[src/rtl/core/i2cms_pkg.sv]
// Shared types and codes for the I2C master transfer sequencer.
`default_nettype none

package i2cms_pkg;

    // Command codes carried with each input item
    typedef enum logic [1:0] {
        CMD_LOAD  = 2'd0,
        CMD_START = 2'd1,
        CMD_EVENT = 2'd2
    } cmd_e;

    // Transfer kinds
    typedef enum logic [1:0] {
        XK_WRITE     = 2'd0,
        XK_READ      = 2'd1,
        XK_REG_WRITE = 2'd2,
        XK_REG_READ  = 2'd3
    } xfer_kind_e;

    // Abstracted bus-controller events
    typedef enum logic [2:0] {
        EV_START_SENT  = 3'd0,
        EV_TX_SELECTED = 3'd1,
        EV_TX_BUSY     = 3'd2,
        EV_TX_DONE     = 3'd3,
        EV_RX_SELECTED = 3'd4,
        EV_RX_DONE     = 3'd5,
        EV_OTHER       = 3'd6
    } event_e;

    // Kind of byte carried by a result item
    typedef enum logic [1:0] {
        BK_NONE = 2'd0,
        BK_ADDR = 2'd1,
        BK_DATA = 2'd2,
        BK_RECV = 2'd3
    } byte_kind_e;

    // Interrupt disable codes
    typedef enum logic [1:0] {
        IRQ_NONE  = 2'd0,
        IRQ_BUF   = 2'd1,
        IRQ_EVENT = 2'd2,
        IRQ_BOTH  = 2'd3
    } irq_e;

    // Result status codes
    typedef enum logic [1:0] {
        ST_OK        = 2'd0,
        ST_BUSY      = 2'd1,
        ST_TOO_LONG  = 2'd2,
        ST_RECOVERED = 2'd3
    } status_e;

    // One input item
    typedef struct packed {
        logic [1:0]  command;
        logic [7:0]  tx_byte;
        logic [1:0]  transfer_type;
        logic [6:0]  slave_address;
        logic [15:0] register_address;
        logic        register_wide;
        logic [7:0]  length;
        logic        bus_busy;
        logic [2:0]  event_code;
        logic [7:0]  rx_data;
    } in_item_t;

    // One result item
    typedef struct packed {
        logic [1:0] byte_kind;
        logic [7:0] out_byte;
        logic [7:0] rx_position;
        logic       gen_start;
        logic       gen_stop;
        logic       ack_disable;
        logic [1:0] irq_off;
        logic       complete;
        logic [1:0] status;
    } out_item_t;

endpackage

`default_nettype wire

[src/rtl/core/i2cms_store.sv]
// Payload byte store with registered, prefetching read port.
`default_nettype none

module i2cms_store #(
    parameter int unsigned TX_DEPTH = 16
) (
    input  wire logic                        clk,
    input  wire logic                        wr_en,
    input  wire logic [$clog2(TX_DEPTH)-1:0] wr_addr,
    input  wire logic [7:0]                  wr_data,
    input  wire logic                        rd_en,
    input  wire logic [$clog2(TX_DEPTH)-1:0] rd_addr,
    output logic      [7:0]                  rd_data
);

    logic [7:0] mem [TX_DEPTH];
    logic [7:0] rd_data_reg;

    // Write port, and a read that forwards a same-cycle write to the same entry
    always_ff @(posedge clk)
    begin
        if (wr_en)
        begin
            mem[wr_addr] <= wr_data;
        end
        if (rd_en)
        begin
            if (wr_en && (wr_addr == rd_addr))
            begin
                rd_data_reg <= wr_data;
            end
            else
            begin
                rd_data_reg <= mem[rd_addr];
            end
        end
    end

    assign rd_data = rd_data_reg;

endmodule

`default_nettype wire

[src/rtl/core/i2cms_core.sv]
// Transfer state and per-item decision logic of the sequencer.
`default_nettype none

module i2cms_core #(
    parameter int unsigned TX_DEPTH = 16
) (
    input  wire logic                        clk,
    input  wire logic                        rst_n,
    input  wire logic                        step,
    input  wire i2cms_pkg::in_item_t         item,
    input  wire logic [7:0]                  rd_data,
    output i2cms_pkg::out_item_t             result,
    output logic                             wr_en,
    output logic      [$clog2(TX_DEPTH)-1:0] wr_addr,
    output logic      [7:0]                  wr_data,
    output logic                             rd_en,
    output logic      [$clog2(TX_DEPTH)-1:0] rd_addr
);

    localparam int unsigned CNT_W = $clog2(TX_DEPTH + 2);
    localparam int unsigned SP_W  = $clog2(TX_DEPTH + 3);
    localparam int unsigned IDX_W = $clog2(TX_DEPTH);
    localparam logic [CNT_W-1:0] DEPTH_C = CNT_W'(TX_DEPTH);
    localparam logic [CNT_W-1:0] OVER_C  = CNT_W'(TX_DEPTH + 1);
    localparam logic [SP_W-1:0]  DEPTH_S = SP_W'(TX_DEPTH);

    logic [1:0]       kind_reg,   kind_next;
    logic [6:0]       target_reg, target_next;
    logic [CNT_W-1:0] cnt_reg,    cnt_next;
    logic [15:0]      prefix_reg, prefix_next;
    logic [1:0]       pcnt_reg,   pcnt_next;
    logic [SP_W-1:0]  sp_reg,     sp_next;
    logic [7:0]       rlen_reg,   rlen_next;
    logic [7:0]       rpos_reg,   rpos_next;
    logic             done_reg,   done_next;

    logic [CNT_W-1:0] stored;
    logic [SP_W-1:0]  total;
    logic [SP_W-1:0]  sp_inc;
    logic [7:0]       pbyte;
    logic [7:0]       rpos_inc;
    logic             rx_last_sel;
    logic             rx_last_after;
    logic             rx_end_after;
    logic             rx_more;
    logic [SP_W-1:0]  rd_full;
    logic             is_write_kind;

    // Helper terms from the current state
    assign stored        = (cnt_reg > DEPTH_C) ? DEPTH_C : cnt_reg;
    assign total         = SP_W'(pcnt_reg) + SP_W'(stored);
    assign sp_inc        = sp_reg + SP_W'(1);
    assign pbyte         = ((pcnt_reg == 2'd2) && (sp_reg == '0)) ? prefix_reg[15:8]
                                                                  : prefix_reg[7:0];
    assign rpos_inc      = rpos_reg + 8'd1;
    assign rx_last_sel   = (({1'b0, rlen_reg} - {1'b0, rpos_reg}) == 9'd1);
    assign rx_last_after = (({1'b0, rlen_reg} - {1'b0, rpos_inc}) == 9'd1);
    assign rx_end_after  = (rlen_reg == rpos_inc);
    assign rx_more       = (rpos_reg < rlen_reg);
    assign is_write_kind = (item.transfer_type == i2cms_pkg::XK_WRITE)
                        || (item.transfer_type == i2cms_pkg::XK_REG_WRITE);

    // Next state and result for the item in hand
    always_comb
    begin
        logic rx_path;
        logic err;
        rx_path     = 1'b0;
        err         = 1'b0;
        kind_next   = kind_reg;
        target_next = target_reg;
        cnt_next    = cnt_reg;
        prefix_next = prefix_reg;
        pcnt_next   = pcnt_reg;
        sp_next     = sp_reg;
        rlen_next   = rlen_reg;
        rpos_next   = rpos_reg;
        done_next   = done_reg;
        result      = '0;

        unique case (i2cms_pkg::cmd_e'(item.command))
            i2cms_pkg::CMD_LOAD:
            begin
                if (cnt_reg < DEPTH_C)
                begin
                    cnt_next = cnt_reg + CNT_W'(1);
                end
                else
                begin
                    cnt_next = OVER_C;
                end
            end
            i2cms_pkg::CMD_START:
            begin
                if (item.bus_busy)
                begin
                    result.status = i2cms_pkg::ST_BUSY;
                end
                else if (is_write_kind && (cnt_reg > DEPTH_C))
                begin
                    result.status = i2cms_pkg::ST_TOO_LONG;
                    cnt_next      = '0;
                end
                else
                begin
                    kind_next   = item.transfer_type;
                    target_next = item.slave_address;
                    prefix_next = item.register_address;
                    pcnt_next   = item.transfer_type[1] ? (item.register_wide ? 2'd2 : 2'd1)
                                                        : 2'd0;
                    rlen_next   = (item.length == 8'd0) ? 8'd1 : item.length;
                    sp_next     = '0;
                    rpos_next   = '0;
                    done_next   = 1'b0;
                    result.gen_start = 1'b1;
                end
            end
            i2cms_pkg::CMD_EVENT:
            begin
                if (!done_reg)
                begin
                    unique case (i2cms_pkg::xfer_kind_e'(kind_reg)) inside
                        i2cms_pkg::XK_WRITE, i2cms_pkg::XK_REG_WRITE:
                        begin
                            case (item.event_code) inside
                                i2cms_pkg::EV_START_SENT:
                                begin
                                    result.byte_kind = i2cms_pkg::BK_ADDR;
                                    result.out_byte  = {target_reg, 1'b0};
                                end
                                i2cms_pkg::EV_TX_SELECTED, i2cms_pkg::EV_TX_BUSY:
                                begin
                                    if (sp_reg < total)
                                    begin
                                        result.byte_kind = i2cms_pkg::BK_DATA;
                                        result.out_byte  = (sp_reg < SP_W'(pcnt_reg)) ? pbyte
                                                                                      : rd_data;
                                        sp_next = sp_inc;
                                    end
                                    else
                                    begin
                                        result.irq_off = i2cms_pkg::IRQ_BUF;
                                    end
                                end
                                i2cms_pkg::EV_TX_DONE:
                                begin
                                    result.gen_stop = 1'b1;
                                    result.irq_off  = i2cms_pkg::IRQ_EVENT;
                                    done_next       = 1'b1;
                                    cnt_next        = '0;
                                end
                                default:
                                begin
                                    err = 1'b1;
                                end
                            endcase
                        end
                        i2cms_pkg::XK_READ:
                        begin
                            if (item.event_code == i2cms_pkg::EV_START_SENT)
                            begin
                                result.byte_kind = i2cms_pkg::BK_ADDR;
                                result.out_byte  = {target_reg, 1'b1};
                            end
                            else
                            begin
                                rx_path = 1'b1;
                            end
                        end
                        default:
                        begin
                            // register read: prefix out, restart, then receive
                            case (item.event_code) inside
                                i2cms_pkg::EV_START_SENT:
                                begin
                                    result.byte_kind = i2cms_pkg::BK_ADDR;
                                    result.out_byte  = {target_reg, (sp_reg != '0)};
                                end
                                i2cms_pkg::EV_TX_SELECTED, i2cms_pkg::EV_TX_BUSY:
                                begin
                                    if (sp_reg < SP_W'(pcnt_reg))
                                    begin
                                        result.byte_kind = i2cms_pkg::BK_DATA;
                                        result.out_byte  = pbyte;
                                        sp_next          = sp_inc;
                                    end
                                end
                                i2cms_pkg::EV_TX_DONE:
                                begin
                                    result.gen_start = 1'b1;
                                end
                                default:
                                begin
                                    rx_path = 1'b1;
                                end
                            endcase
                        end
                    endcase

                    // Receive side shared by both read kinds
                    if (rx_path)
                    begin
                        if (item.event_code == i2cms_pkg::EV_RX_SELECTED)
                        begin
                            if (rx_last_sel)
                            begin
                                result.ack_disable = 1'b1;
                                result.gen_stop    = 1'b1;
                            end
                        end
                        else if (item.event_code != i2cms_pkg::EV_RX_DONE)
                        begin
                            err = 1'b1;
                        end
                        else if (rx_more)
                        begin
                            result.byte_kind   = i2cms_pkg::BK_RECV;
                            result.out_byte    = item.rx_data;
                            result.rx_position = rpos_reg;
                            rpos_next          = rpos_inc;
                            if (rx_last_after)
                            begin
                                result.ack_disable = 1'b1;
                                result.gen_stop    = 1'b1;
                            end
                            else if (rx_end_after)
                            begin
                                result.irq_off = i2cms_pkg::IRQ_BOTH;
                                done_next      = 1'b1;
                                cnt_next       = '0;
                            end
                        end
                    end

                    // Unexpected event: stop the bus and drop the payload
                    if (err)
                    begin
                        result.irq_off  = i2cms_pkg::IRQ_BOTH;
                        result.gen_stop = 1'b1;
                        result.status   = i2cms_pkg::ST_RECOVERED;
                        cnt_next        = '0;
                    end
                end
            end
            default:
            begin
                // unused command code: no action
            end
        endcase

        result.complete = done_next;
    end

    // Store access: append on load, prefetch the entry the next send would use
    assign wr_en   = step && (item.command == i2cms_pkg::CMD_LOAD) && (cnt_reg < DEPTH_C);
    assign wr_addr = cnt_reg[IDX_W-1:0];
    assign wr_data = item.tx_byte;
    assign rd_full = (step ? sp_next : sp_reg) - SP_W'(step ? pcnt_next : pcnt_reg);
    assign rd_en   = (rd_full < DEPTH_S);
    assign rd_addr = rd_full[IDX_W-1:0];

    // State registers
    always_ff @(posedge clk or negedge rst_n)
    begin
        if (!rst_n)
        begin
            kind_reg   <= '0;
            target_reg <= '0;
            cnt_reg    <= '0;
            prefix_reg <= '0;
            pcnt_reg   <= '0;
            sp_reg     <= '0;
            rlen_reg   <= '0;
            rpos_reg   <= '0;
            done_reg   <= 1'b1;
        end
        else if (step)
        begin
            kind_reg   <= kind_next;
            target_reg <= target_next;
            cnt_reg    <= cnt_next;
            prefix_reg <= prefix_next;
            pcnt_reg   <= pcnt_next;
            sp_reg     <= sp_next;
            rlen_reg   <= rlen_next;
            rpos_reg   <= rpos_next;
            done_reg   <= done_next;
        end
    end

endmodule

`default_nettype wire

[src/rtl/core/i2c_master_transfer_sequencer.sv]
// A result item passes through the input register and then the result register; a stall
// on the result side holds it in the input register. Throughput: one item per cycle while
// the result side is not stalled; the whole state update is logic between the input and
// result registers, and the payload store is read ahead of use. Reset: transfer state
// cleared, complete flag set, store contents undefined until loaded (no clearing pass).
`default_nettype none

module i2c_master_transfer_sequencer #(
    parameter int unsigned TX_DEPTH = 16
) (
    input  wire logic                 clk,
    input  wire logic                 rst_n,
    input  wire logic                 cmd_valid,
    output logic                      cmd_ready,
    input  wire i2cms_pkg::in_item_t  cmd_item,
    output logic                      res_valid,
    input  wire logic                 res_ready,
    output i2cms_pkg::out_item_t      res_item
);

    localparam int unsigned IDX_W = $clog2(TX_DEPTH);

    logic                 in_valid_reg;
    i2cms_pkg::in_item_t  in_item_reg;
    logic                 res_valid_reg;
    i2cms_pkg::out_item_t res_item_reg;
    logic                 move;
    i2cms_pkg::out_item_t result;
    logic                 wr_en;
    logic [IDX_W-1:0]     wr_addr;
    logic [7:0]           wr_data;
    logic                 rd_en;
    logic [IDX_W-1:0]     rd_addr;
    logic [7:0]           rd_data;

    // Item moves from the input register to the result register
    assign move      = in_valid_reg && (!res_valid_reg || res_ready);
    assign cmd_ready = !in_valid_reg || move;
    assign res_valid = res_valid_reg;
    assign res_item  = res_item_reg;

    // Input register
    always_ff @(posedge clk or negedge rst_n)
    begin
        if (!rst_n)
        begin
            in_valid_reg <= 1'b0;
        end
        else if (cmd_ready)
        begin
            in_valid_reg <= cmd_valid;
        end
    end

    always_ff @(posedge clk)
    begin
        if (cmd_valid && cmd_ready)
        begin
            in_item_reg <= cmd_item;
        end
    end

    // Result register
    always_ff @(posedge clk or negedge rst_n)
    begin
        if (!rst_n)
        begin
            res_valid_reg <= 1'b0;
        end
        else if (move)
        begin
            res_valid_reg <= 1'b1;
        end
        else if (res_ready)
        begin
            res_valid_reg <= 1'b0;
        end
    end

    always_ff @(posedge clk)
    begin
        if (move)
        begin
            res_item_reg <= result;
        end
    end

    i2cms_core #(
        .TX_DEPTH (TX_DEPTH)
    ) u_core (
        .clk     (clk),
        .rst_n   (rst_n),
        .step    (move),
        .item    (in_item_reg),
        .rd_data (rd_data),
        .result  (result),
        .wr_en   (wr_en),
        .wr_addr (wr_addr),
        .wr_data (wr_data),
        .rd_en   (rd_en),
        .rd_addr (rd_addr)
    );

    i2cms_store #(
        .TX_DEPTH (TX_DEPTH)
    ) u_store (
        .clk     (clk),
        .wr_en   (wr_en),
        .wr_addr (wr_addr),
        .wr_data (wr_data),
        .rd_en   (rd_en),
        .rd_addr (rd_addr),
        .rd_data (rd_data)
    );

    // A held input item stays in the input register
    a_in_hold: assert property (@(posedge clk) disable iff (!rst_n)
        in_valid_reg && !move |=> in_valid_reg)
        else $error("input item lost while result stalled");

    // An accepted start on a free bus issues a start condition unless the store is overfull
    a_start: assert property (@(posedge clk) disable iff (!rst_n)
        move && (in_item_reg.command == i2cms_pkg::CMD_START) && !in_item_reg.bus_busy
        |=> res_valid_reg && ((res_item_reg.status == i2cms_pkg::ST_TOO_LONG)
            || (res_item_reg.gen_start && !res_item_reg.complete)))
        else $error("accepted start did not issue a start condition");

    // Error recovery always stops the bus with both interrupts off
    a_recover: assert property (@(posedge clk) disable iff (!rst_n)
        res_valid_reg && (res_item_reg.status == i2cms_pkg::ST_RECOVERED)
        |-> res_item_reg.gen_stop && (res_item_reg.irq_off == i2cms_pkg::IRQ_BOTH)
            && !res_item_reg.complete)
        else $error("error recovery without stop and interrupt disable");

endmodule

`default_nettype wire
[config.mk]
export PLATFORM = sky130hd
export DESIGN_NAME = i2c_master_transfer_sequencer
export DESIGN_NICKNAME = d
export VERILOG_FILES = /design/src/rtl/core/i2cms_pkg.sv /design/src/rtl/core/i2cms_store.sv /design/src/rtl/core/i2cms_core.sv /design/src/rtl/core/i2c_master_transfer_sequencer.sv
export SDC_FILE = /design/constraint.sdc
export NUM_CORES = 1
export LEC_CHECK = 0
export BUFFER_PORTS_ARGS = -buffer_cell sky130_fd_sc_hd__buf_4
export CAP_MARGIN = 30
export CELL_PAD_IN_SITES_DETAIL_PLACEMENT = 2
export CELL_PAD_IN_SITES_GLOBAL_PLACEMENT = 2
export CORE_ASPECT_RATIO = 1.75
export CORE_UTILIZATION = 30
export DETAILED_ROUTE_END_ITERATION = 8
export GPL_ROUTABILITY_DRIVEN = 0
export PLACE_DENSITY = 0.68
export SLEW_MARGIN = 40
export SYNTH_ARGS = -nofsm -noshare
export SYNTH_HDL_FRONTEND = slang
export SYNTH_SLANG_ARGS = --single-unit
[constraint.sdc]
create_clock -name clk -period 8.75 [get_ports clk]
set_input_delay 0.4375 -clock clk [delete_from_list [all_inputs] [get_ports clk]]
set_output_delay 0.4375 -clock clk [all_outputs]
set_load 0.05 [all_outputs]
# [After elaboration in Yosys (flattened, before gate mapping)]
# Memories as Yosys holds them, arrays and structs flattened. A register that Yosys moved wholly into a read port is not among the register bits.
# Cells that the tools add are included.
[word_totals] wordCells=220 input_bits=60 ramBits=128 n_memories=1 ff_bits=138
[op_classes] n_reduce_logical=30 order_cmp=6 mux=119 eq_ne=22 bitwise=5 add_sub_neg=7
[mem_list] name="u_store.mem" words=16 word_bits=8 read_ports=1 rd_ports_with_merged_regs=1 wr=1 line_no="i2cms_store.sv:16" rtl="logic [7:0] mem [TX_DEPTH];"
[op_table] cell="$mux W5" n=27
[op_table] cell="$mux W8" n=10
[op_table] cell="$mux W18" n=4
[op_table] cell="$mux W10" n=6
[op_table] cell="$mux W2" n=23
[op_table] cell="$mux W1" n=36
[op_table] cell="$pmux W10 S2" n=1
[op_table] cell="$pmux W5 S2" n=2
[op_table] cell="$eq A9 B1 Y1 const B" n=2
[op_table] cell="$sub A8 B8 Y9" n=2
[op_table] cell="$pmux W8 S2" n=1
[op_table] cell="$pmux W5 S3" n=1
[op_table] cell="$mux W4" n=3
[op_table] cell="$add A5 B1 Y5 const B" n=2
[op_table] cell="$lt A5 B5 Y1 const B" n=2
[op_table] cell="$ne A2 B2 Y1 const B" n=5
[op_table] cell="$mux W9" n=1
[op_table] cell="$reduce_and A9 Y1" n=1
[op_table] cell="$add A8 B1 Y8 const B" n=1
[op_table] cell="$eq A2 B2 Y1 const B" n=4
[op_table] cell="$eq A8 B8 Y1" n=1
[op_table] cell="$logic_not A8 Y1" n=1
[op_table] cell="$lt A8 B8 Y1" n=1
[op_table] cell="$eq A3 B2 Y1 const B" n=2
[op_table] cell="other kinds (27)" n=50

# [Depth between registers and ports, before layout]
# Gate-level depths: netlist (run 1).
[depth] ltp_word=19 depth_mapped=26 mapped_depth_nobuf=23

# [By module]
# From an unflattened synthesis (run 1), not the netlist that was laid out.
[hier_totals] hier_cells=857 hier_area_um2=12668.4
[by_module_without_submodules] mod="i2cms_store" cells_per_inst=242 n_inst=1 seq_area_each_um2=4083.9 area_per_inst_um2=5480.3
[by_module_without_submodules] mod="i2cms_core" cells_per_inst=525 n_inst=1 seq_area_each_um2=1352.5 area_per_inst_um2=4621.9
[by_module_without_submodules] mod="i2c_master_transfer_sequencer" cells_per_inst=90 n_inst=1 seq_area_each_um2=2512.4 area_per_inst_um2=2566.2

# [Worst setup path before layout (run 1)]
# OpenSTA, ideal clock, no wires.
[synth_path] kind="reg-to-reg" from="register u_core.cnt_reg[0]" to="register u_store.rd_data_reg[1] (netlist: u_store.rd_data[1]), read port of u_store.mem, data pin" n_path_buf=3 path_slack_ps=2950 path_stages_with_launch=24 setup_time_ps=260 t_arrival_ps=5540 synth_period_minus_slack_ps=5800 t_required_ps=8490 path_cell_list="dfrtp_1 inv_1 ha_1 or3b_1 a21oi_1 ha_1 fa_1 xnor2_1 ha_1 a21oi_1 o21ai_0 or4_4 nand2_1 clkbuf_1 nand2_1 o21ai_0 inv_1 ha_1 clkbuf_1 clkbuf_1 mux4_2 mux2i_1 mux2i_1 mux2_2"
[synth_between] elab_chain_len=13
[synth_lines] item="start: declaration" line_no="i2cms_core.sv:29" rtl="logic [CNT_W-1:0] cnt_reg, cnt_next;"
[synth_lines] item="start signal: assignment" line_no="i2cms_core.sv:281" rtl="cnt_reg <= cnt_next;"
[synth_lines] item="$gt A5 B5 Y1" line_no="i2cms_core.sv:50, i2cms_core.sv:99"
[synth_lines] item="$mux W5" line_no="i2cms_core.sv:50" rtl="assign stored = (cnt_reg > DEPTH_C) ? DEPTH_C : cnt_reg;"
[synth_lines] item="$add A2 B5 Y5" line_no="i2cms_core.sv:51" rtl="assign total = SP_W'(pcnt_reg) + SP_W'(stored);"
[synth_lines] item="$lt A5 B5 Y1" line_no="i2cms_core.sv:133" rtl="if (sp_reg < total)"
[synth_lines] item="$mux W5" line_no="i2cms_core.sv:133"
[synth_lines] item="$mux W5 (2 in series)" line_no="i2cms_core.sv:125" rtl="case (item.event_code) inside"
[synth_lines] item="$pmux W5 S2" line_no="i2cms_core.sv:122" rtl="unique case (i2cms_pkg::xfer_kind_e'(kind_reg)) inside"
[synth_lines] item="$mux W5" line_no="i2cms_core.sv:120" rtl="if (!done_reg)"
[synth_lines] item="$pmux W5 S2" line_no="i2cms_core.sv:81" rtl="unique case (i2cms_pkg::cmd_e'(item.command))"
[synth_lines] item="$mux W5" line_no="i2cms_core.sv:258" rtl="assign rd_full = (step ? sp_next : sp_reg) - SP_W'(step ? pcnt_next : pcnt_reg);"
[synth_lines] item="$sub A5 B5 Y5 (*)" line_no="i2cms_core.sv:258"
[synth_lines] item="$lt A5 B5 Y1" line_no="i2cms_core.sv:259" rtl="assign rd_en = (rd_full < DEPTH_S);"
[synth_lines] item="end: declaration" line_no="i2cms_store.sv:17" rtl="logic [7:0] rd_data_reg;"
# Every way passes the cells marked *; elsewhere a longest branch is shown, timed or not.
# A chain may end at the register's enable or synchronous reset.

# [Worst setup path in the final report (run 1)]
[layout_path] from="register u_core.cnt_reg[2]" to="register u_store.rd_data_reg[1] (netlist: u_store.rd_data[1]), read port of u_store.mem, data pin"
# The elaborated chain is that of the path after synthesis.

==> impl_results.md, run 1 <==
* Status: complete, no violations
* GR Layer Usage met3 at 1.781%
* Startpoint Class: flop
* Pre-CTS setup slack at 1826 ps
* Core area at 40170 sq um
* Area growth, synth to finish at 19.51%
* CTS tree: done
* Synth cell types at 68
* Syn_nets at 921
* Max reg flops at 128
* Clk sinks at 274
* Core Rows at 97
* Initial drt markers at 306
* Most instantiated library cell after synthesis: edfxtp_1
* CP Class: reg2reg
* H-tree depth at 1
* Final Hold Fails at 0
* Crit path from: u_core.cnt_reg[2]
* Synthesis warning total at 0
* Main synth FF type: edfxtp_1
* Post-synth EDFFs at 218
* Share of post-route cells with drive strength above 1 at 25.72%
* Avg WL per Cell at 23.99 microns
* Critical path arrival at 7080 ps
* Vias at 7418
* Period minus WS final at 6760 ps
* Yosys top cell area share at 53.25%
* Max Clock Skew at 19.96 ps
* Worst skew pair latency at 580 ps
* Grt ovf at 0
* TritonRoute pass-1 iters at 5
* HP Class: in2reg
* Inserted Clock Buffers at 28
* Clock transition at path regs at 60 ps
* Die H at 269.8 microns
* Post-synth top cells: edfxtp_1 (218), dfrtp_1 (55), nor2_1 (46), nand2_1 (41), mux2_2 (40)
* Synth area leader: edfxtp_1
* Max Buffers Root-to-Sink at 3
* Hold WS at 36.40 ps
* Mapped Area at 12290 sq um
* Worst slew pin tran at 779.2 ps
* Synth Area in Compound Gates at 6.880%
* Initial antenna violation count at 0
* Vias per inst at 4.995
* Final Net Count at 1019
* Non-Filler Instances at 1485
* Slowest stage delay, CP at 890 ps
* IO Pins at 88
* Sequential fraction of the synthesis area at 64.66%
* Final worst slack at 1990 ps
* Setup_tns at 0 ps
* Clk root buf: clkbuf_16
* Largest net degree at the start of global routing at 57
* Crit path capture type: flop
* Busiest grt layer: met2
* Largest family of logic cells by synthesized area: multiplexers
* Post-Place Cells at 1431
* Filler Cell Count at 4010
* Pleak at 5.410 nW
* Fraction of synthesized area in multiplexers at 12.21%
* Slowest CP cell: fa_2
* Avg Cell Area, Syn at 14.97 sq um
* IO Port Bufs at 87
* Post-synth ARST share at 20.44%
* DR DRC count at 0
* Crit-path max FO at 18
* FF+latch count, synth at 274
* F_max at 0.1479 GHz
* Max transition margin at 48.05%
* Adder-Cell Fraction of Synth Area at 4.316%
* Pwr Total at 4.189 mW
* Reg-to-Reg Start: u_core.cnt_reg[2]
* Power per standard cell area at 285.1 nW/um^2
* Vias in the first global route at 8545
* N_diodes at 0
* GRT Util Overall at 17.46%
* CP Data Required Time at 9070 ps
* RSZ-0062 raised after global routing: no
* Routed Antenna Nets at 0
* Post_cts resized at 0
* Mapped Cells at 821
* HPWL Detailed at 26420 microns
* Fin crit share at 77.26%
* Max VDD drop at 0.0001424 V
* Met1 Resource Use GR at 16.63%
* Initial Utilization at 30.60%
* Max-slew violation count at 0
* Synth area leaders: edfxtp_1 (53%), dfrtp_1 (11%), mux4_2 (5.9%)
* CP cell instances: or3b_1, a21oi_1, ha_1, fa_1, xnor2_1, ha_1, a21oi_1, o21ai_0, or4_4, nand2_1, nand2_1, o21ai_0, inv_1, ha_2, fa_2, xor2_1, nand3_1, nor4b_4, mux2_2
* Global-route wire length before repair at 54070 microns
* Die area at 41820 sq um
* Final Routed Wirelength at 35630 microns
* Max-cap violations at 0
* Post-Synth XOR/XNOR Area at 1.720%
* Hold Crit Start: cmd_item[12]
* GR Layer Usage met2 at 36.59%
* Post-Synth Simple-Gate Area at 8.265%
* Final setup violation count at 0
* Die width at 155.0 microns
timing repair:
action	in CTS	in global routing
hold buffers	1	0
setup buffers	0	0
endpoints found under the hold margin	42	0
worst max-delay path, delay by kind of cell (launching register included):
kind	cells	cell delay (ps)
DFF	1	850
adders and majority gates	5	2090
and+or+nand+nor	6	1990
xor gates and xnor gates	2	410
muxes	1	420
AOI/OAI and AO/OA	4	670
buffers and inverters	1	80
where the power goes:
| group | internal, mW | total [mW] | switching, mW | leakage, nW |
|---|---|---|---|---|
| logic | 0.532 | 1.21 | 0.682 | 2.24 |
| registers | 1.56 | 1.70 | 0.141 | 2.72 |
| clock network | 0.752 | 1.28 | 0.523 | 0.459 |
| total | 2.84 | 4.19 | 1.35 | 5.41 |
metal layers:
metal | part of all wire, % | wire, microns
met3 | 2.2 | 773
met5 | 0 | 0
met4 | 3.4 | 1228
met1 | 33 | 11740
met2 | 61 | 21890
path summary, 6_finish.rpt:
path / end / slack (ps) / depth (start not counted)
min in group asynchronous: u_core.rlen_reg[2] / 410 / 2
max in group asynchronous: u_core.rpos_reg[7] / 7880 / 2
min reg2reg: u_core.prefix_reg[8] / 480 / 1
max: u_store.rd_data[1] / 1990 / 19
max reg2reg: u_store.rd_data[1] / 1990 / 19
min: in_item_reg[12] / 40 / 1
area by class of cell:
cell class	instances	area, sq um	area share, %
clock buffers	40	755.7	5.144
clock inverters	12	212.7	1.448
multi-input cells	484	4214	28.68
inverters	33	123.9	0.8431
repair buffers	98	755.7	5.144
well taps	544	680.7	4.633
flip-flops and latches	274	7949	54.10
logic make-up (layout without fill, tap and decap cells):
logic type / count (synthesis) / after routing
buffers and inverters: 63 / 183
AO/OA/AOI/OAI: 121 / 121
flip-flops: 274 / 274
AND/OR/NAND/NOR: 196 / 196
multiplexers: 105 / 105
XOR/XNOR: 22 / 22
adder cells (fa/ha/maj): 40 / 40
stage by stage:
| stage | cell area (sq um) | util (%) |
|---|---|---|
| 3_5_place_dp | 13670 | 34.02 |
| 2_1_floorplan | 12290 | - |
| 5_1_grt | 14690 | 36.57 |
| 6_report | 14690 | 36.57 |
| 3_3_place_gp | 13600 | 33.84 |
| 4_1_cts | 14650 | 36.46 |
placed cells by master (no fill, tap or decap), types with 5 or more instances in the layout:
cell type,netlist,final
a21oi_1,27,27
mux2_2,40,40
nor2_2,0,13
nand2b_1,12,12
clkbuf_1,26,11
nand2_1,41,41
clkbuf_16,0,28
buf_4,0,93
xor2_1,8,8
o211ai_1,6,6
a31oi_1,6,6
mux4_2,32,32
and3_1,5,5
o21ai_0,21,20
bufinv_16,0,5
nand3_1,12,12
a222oi_1,6,6
xnor2_1,13,12
ha_1,36,35
edfxtp_1,218,218
o22ai_1,5,5
nor2b_1,10,10
inv_1,30,30
nor2_1,46,33
mux2i_1,33,33
nand4_1,8,8
dfrtp_1,55,55
a21o_1,7,7
clkinv_1,3,5
nor3_1,29,24
o21a_1,7,7
No activity file was read; power rests on OpenSTA's default activity.
==> run 2: changes to the inputs <==
==> constraint.sdc (replaced) <==
create_clock -name clk -period 6.3 [get_ports clk]
set_input_delay 0.315 -clock clk [delete_from_list [all_inputs] [get_ports clk]]
set_output_delay 0.315 -clock clk [all_outputs]
set_load 0.05 [all_outputs]
==> run 2 against run 1 <==
Compared with the run above: register-to-register slack got worse by 1600 ps; maximum frequency rose by 15%; hold slack improved by 46 ps; total power rose by 43%; routed wire length rose by 3.6%; combinational power rose by 46%; count of clock-buffer cells in the layout fell by 10; flip-flop and latch count did not move; global-route usage rose by 0.46 points; non-clock buffer count rose by 69; utilization rose by 1.7 points; via count rose by 4.7%.
==> impl_results.md, run 2 (same netlist as run 1, synthesis figures left out) <==
* Initial Utilization at 30.60%
* Clk sinks at 274
* HP Class: in2reg
* Period minus WS final at 5890 ps
* Area growth, synth to finish at 25.01%
* Max reg flops at 128
* H-tree depth at 1
* Max transition margin at 43.58%
* TritonRoute pass-1 iters at 5
* Inserted Clock Buffers at 27
* Grt ovf at 0
* RSZ-0062 raised after global routing: no
* Hold-critical path depth at 3
* Final Net Count at 1087
* Initial drt markers at 381
* Critical path arrival at 6220 ps
* DR DRC count at 0
* Reg-to-Reg Start: u_core.cnt_reg[0]
* Max Clock Skew at 24.07 ps
* Max-cap violations at 0
* Reg2Reg Depth at 22
* Pleak at 5.742 nW
* GRT Util Overall at 17.92%
* Final Hold Fails at 0
* IO Pins at 88
* Core area at 40170 sq um
* IO Port Bufs at 87
* Clk root buf: clkbuf_16
* Core Rows at 97
* HPWL Detailed at 25790 microns
* Fin crit share at 93.49%
* Avg WL per Cell at 23.77 microns
* CTS tree: done
* Hold WS at 82.38 ps
* Status: complete, no violations
* Final setup violation count at 0
* Max-slew violation count at 0
* Routed Antenna Nets at 0
* Worst R2R Setup Slack at 410 ps
* Crit-path max FO at 32
* Hold Crit Start: res_ready
* Share of post-route cells with drive strength above 1 at 25.10%
* Largest net degree at the start of global routing at 57
* F_max at 0.1698 GHz
* Startpoint Class: flop
* Vias at 7768
* Global-route wire length before repair at 55210 microns
* Worst slew pin tran at 837.4 ps
* Die area at 41820 sq um
* CP Class: reg2reg
* Final Routed Wirelength at 36890 microns
* Die width at 155.0 microns
* Vias in the first global route at 8871
* Vias per inst at 5.005
* Die H at 269.8 microns
* Commonest cells after routing, fill and taps aside: edfxtp_1 (218), buf_4 (103), dlygate4sd3_1 (58), dfrtp_1 (55), nand2_1 (41)
* Worst skew pair latency at 580 ps
* Max Buffers Root-to-Sink at 3
* CP Data Required Time at 6630 ps
* Power per standard cell area at 389.4 nW/um^2
* Max VDD drop at 0.0002073 V
* Initial antenna violation count at 0
* Clock transition at path regs at 70 ps
* Setup_tns at 0 ps
* Crit path capture type: flop
* N_diodes at 0
* Worst hold endpoint: in_valid_reg
* Critical R2R Capture: u_store.rd_data[1]
* Leading cell type in the layout, fill and taps excluded: edfxtp_1
==> run 2: power by group <==
group          total (mW)  internal, mW  switching (mW)  leakage, nW
Combinational        1.77         0.788           0.982         2.54
Sequential           2.34          2.16           0.177         2.72
Clock                1.87          1.10           0.779        0.486
Total                5.98          4.05            1.94         5.74
==> run 2: critical path, stage by stage, from the launching register on <==
cell and delay (ps):
dfrtp_1 480, inv_1 120, ha_1 220, or3b_1 220, a21oi_1 90, ha_1 250, fa_1 430, xnor2_1 150
ha_1 320, a21oi_1 160, o21ai_0 160, or4_4 470, nand2_1 170, nand2_1 70, o21ai_0 210, inv_1 110
ha_4 180, fa_1 600, buf_12 250, mux4_2 340, mux2i_1 230, mux2i_1 120, mux2_2 290
==> run 2: per-stage QoR <==
| stage | area [sq um] | util, % | setup WS (ps) | std cells | power (mW) |
|---|---|---|---|---|---|
| 4_1_cts | 15310 | 38.12 | 167.8 | 1551 | 6.031 |
| 3_5_place_dp | 13720 | 34.15 | 208.3 | 1443 | 4.105 |
| 6_report | 15370 | 38.25 | 410.0 | 1552 | 5.984 |
| 3_3_place_gp | 13690 | 34.08 | 406.4 | 1442 | 4.035 |
| 5_1_grt | 15370 | 38.25 | 0.5089 | 1552 | 6.264 |
| 2_1_floorplan | 12290 | - | 500.4 | 821 | 3.527 |
==> run 2: worst max path at each step <==
stage	endpoint	start	depth (start not counted)	slack, ps
floorplan	u_store.rd_data[1]	u_core.cnt_reg[0]	23	500
global placement	u_store.rd_data[2]	u_core.cnt_reg[0]	21	410
detailed placement	u_store.rd_data[0]	u_core.cnt_reg[0]	21	210
CTS	u_store.rd_data[0]	u_core.cnt_reg[0]	21	170
global route	u_store.rd_data[1]	u_core.cnt_reg[0]	22	0.5
finish	u_store.rd_data[1]	u_core.cnt_reg[0]	22	410
==> run 2: cell type report <==
type / count / area (sq um)
Fill cell: 3985 / 24810
Inverter: 33 / 123.9
Clock buffer: 30 / 686.9
Timing Repair Buffer: 167 / 1446
Tap cell: 544 / 680.7
Sequential cell: 274 / 7949
Multi-Input combinational cell: 484 / 4151
Clock inverter: 20 / 329.1
==> run 2: per-layer routing <==
layer | GRT usage, % | part of all wire [%]
met4 | 9.797 | 5.6
met5 | 0 | 0
met2 | 36.43 | 59
met1 | 16.70 | 33
met3 | 2.150 | 2.5
==> run 2: what timing repair did <==
action / 4_1_cts / 5_1_grt
buffers inserted: 0 / 1
setup endpoints to repair: 0 / 8
gates resized for setup: 0 / 1
hold buffers: 58 / 0
hold endpoints to repair: 112 / 0
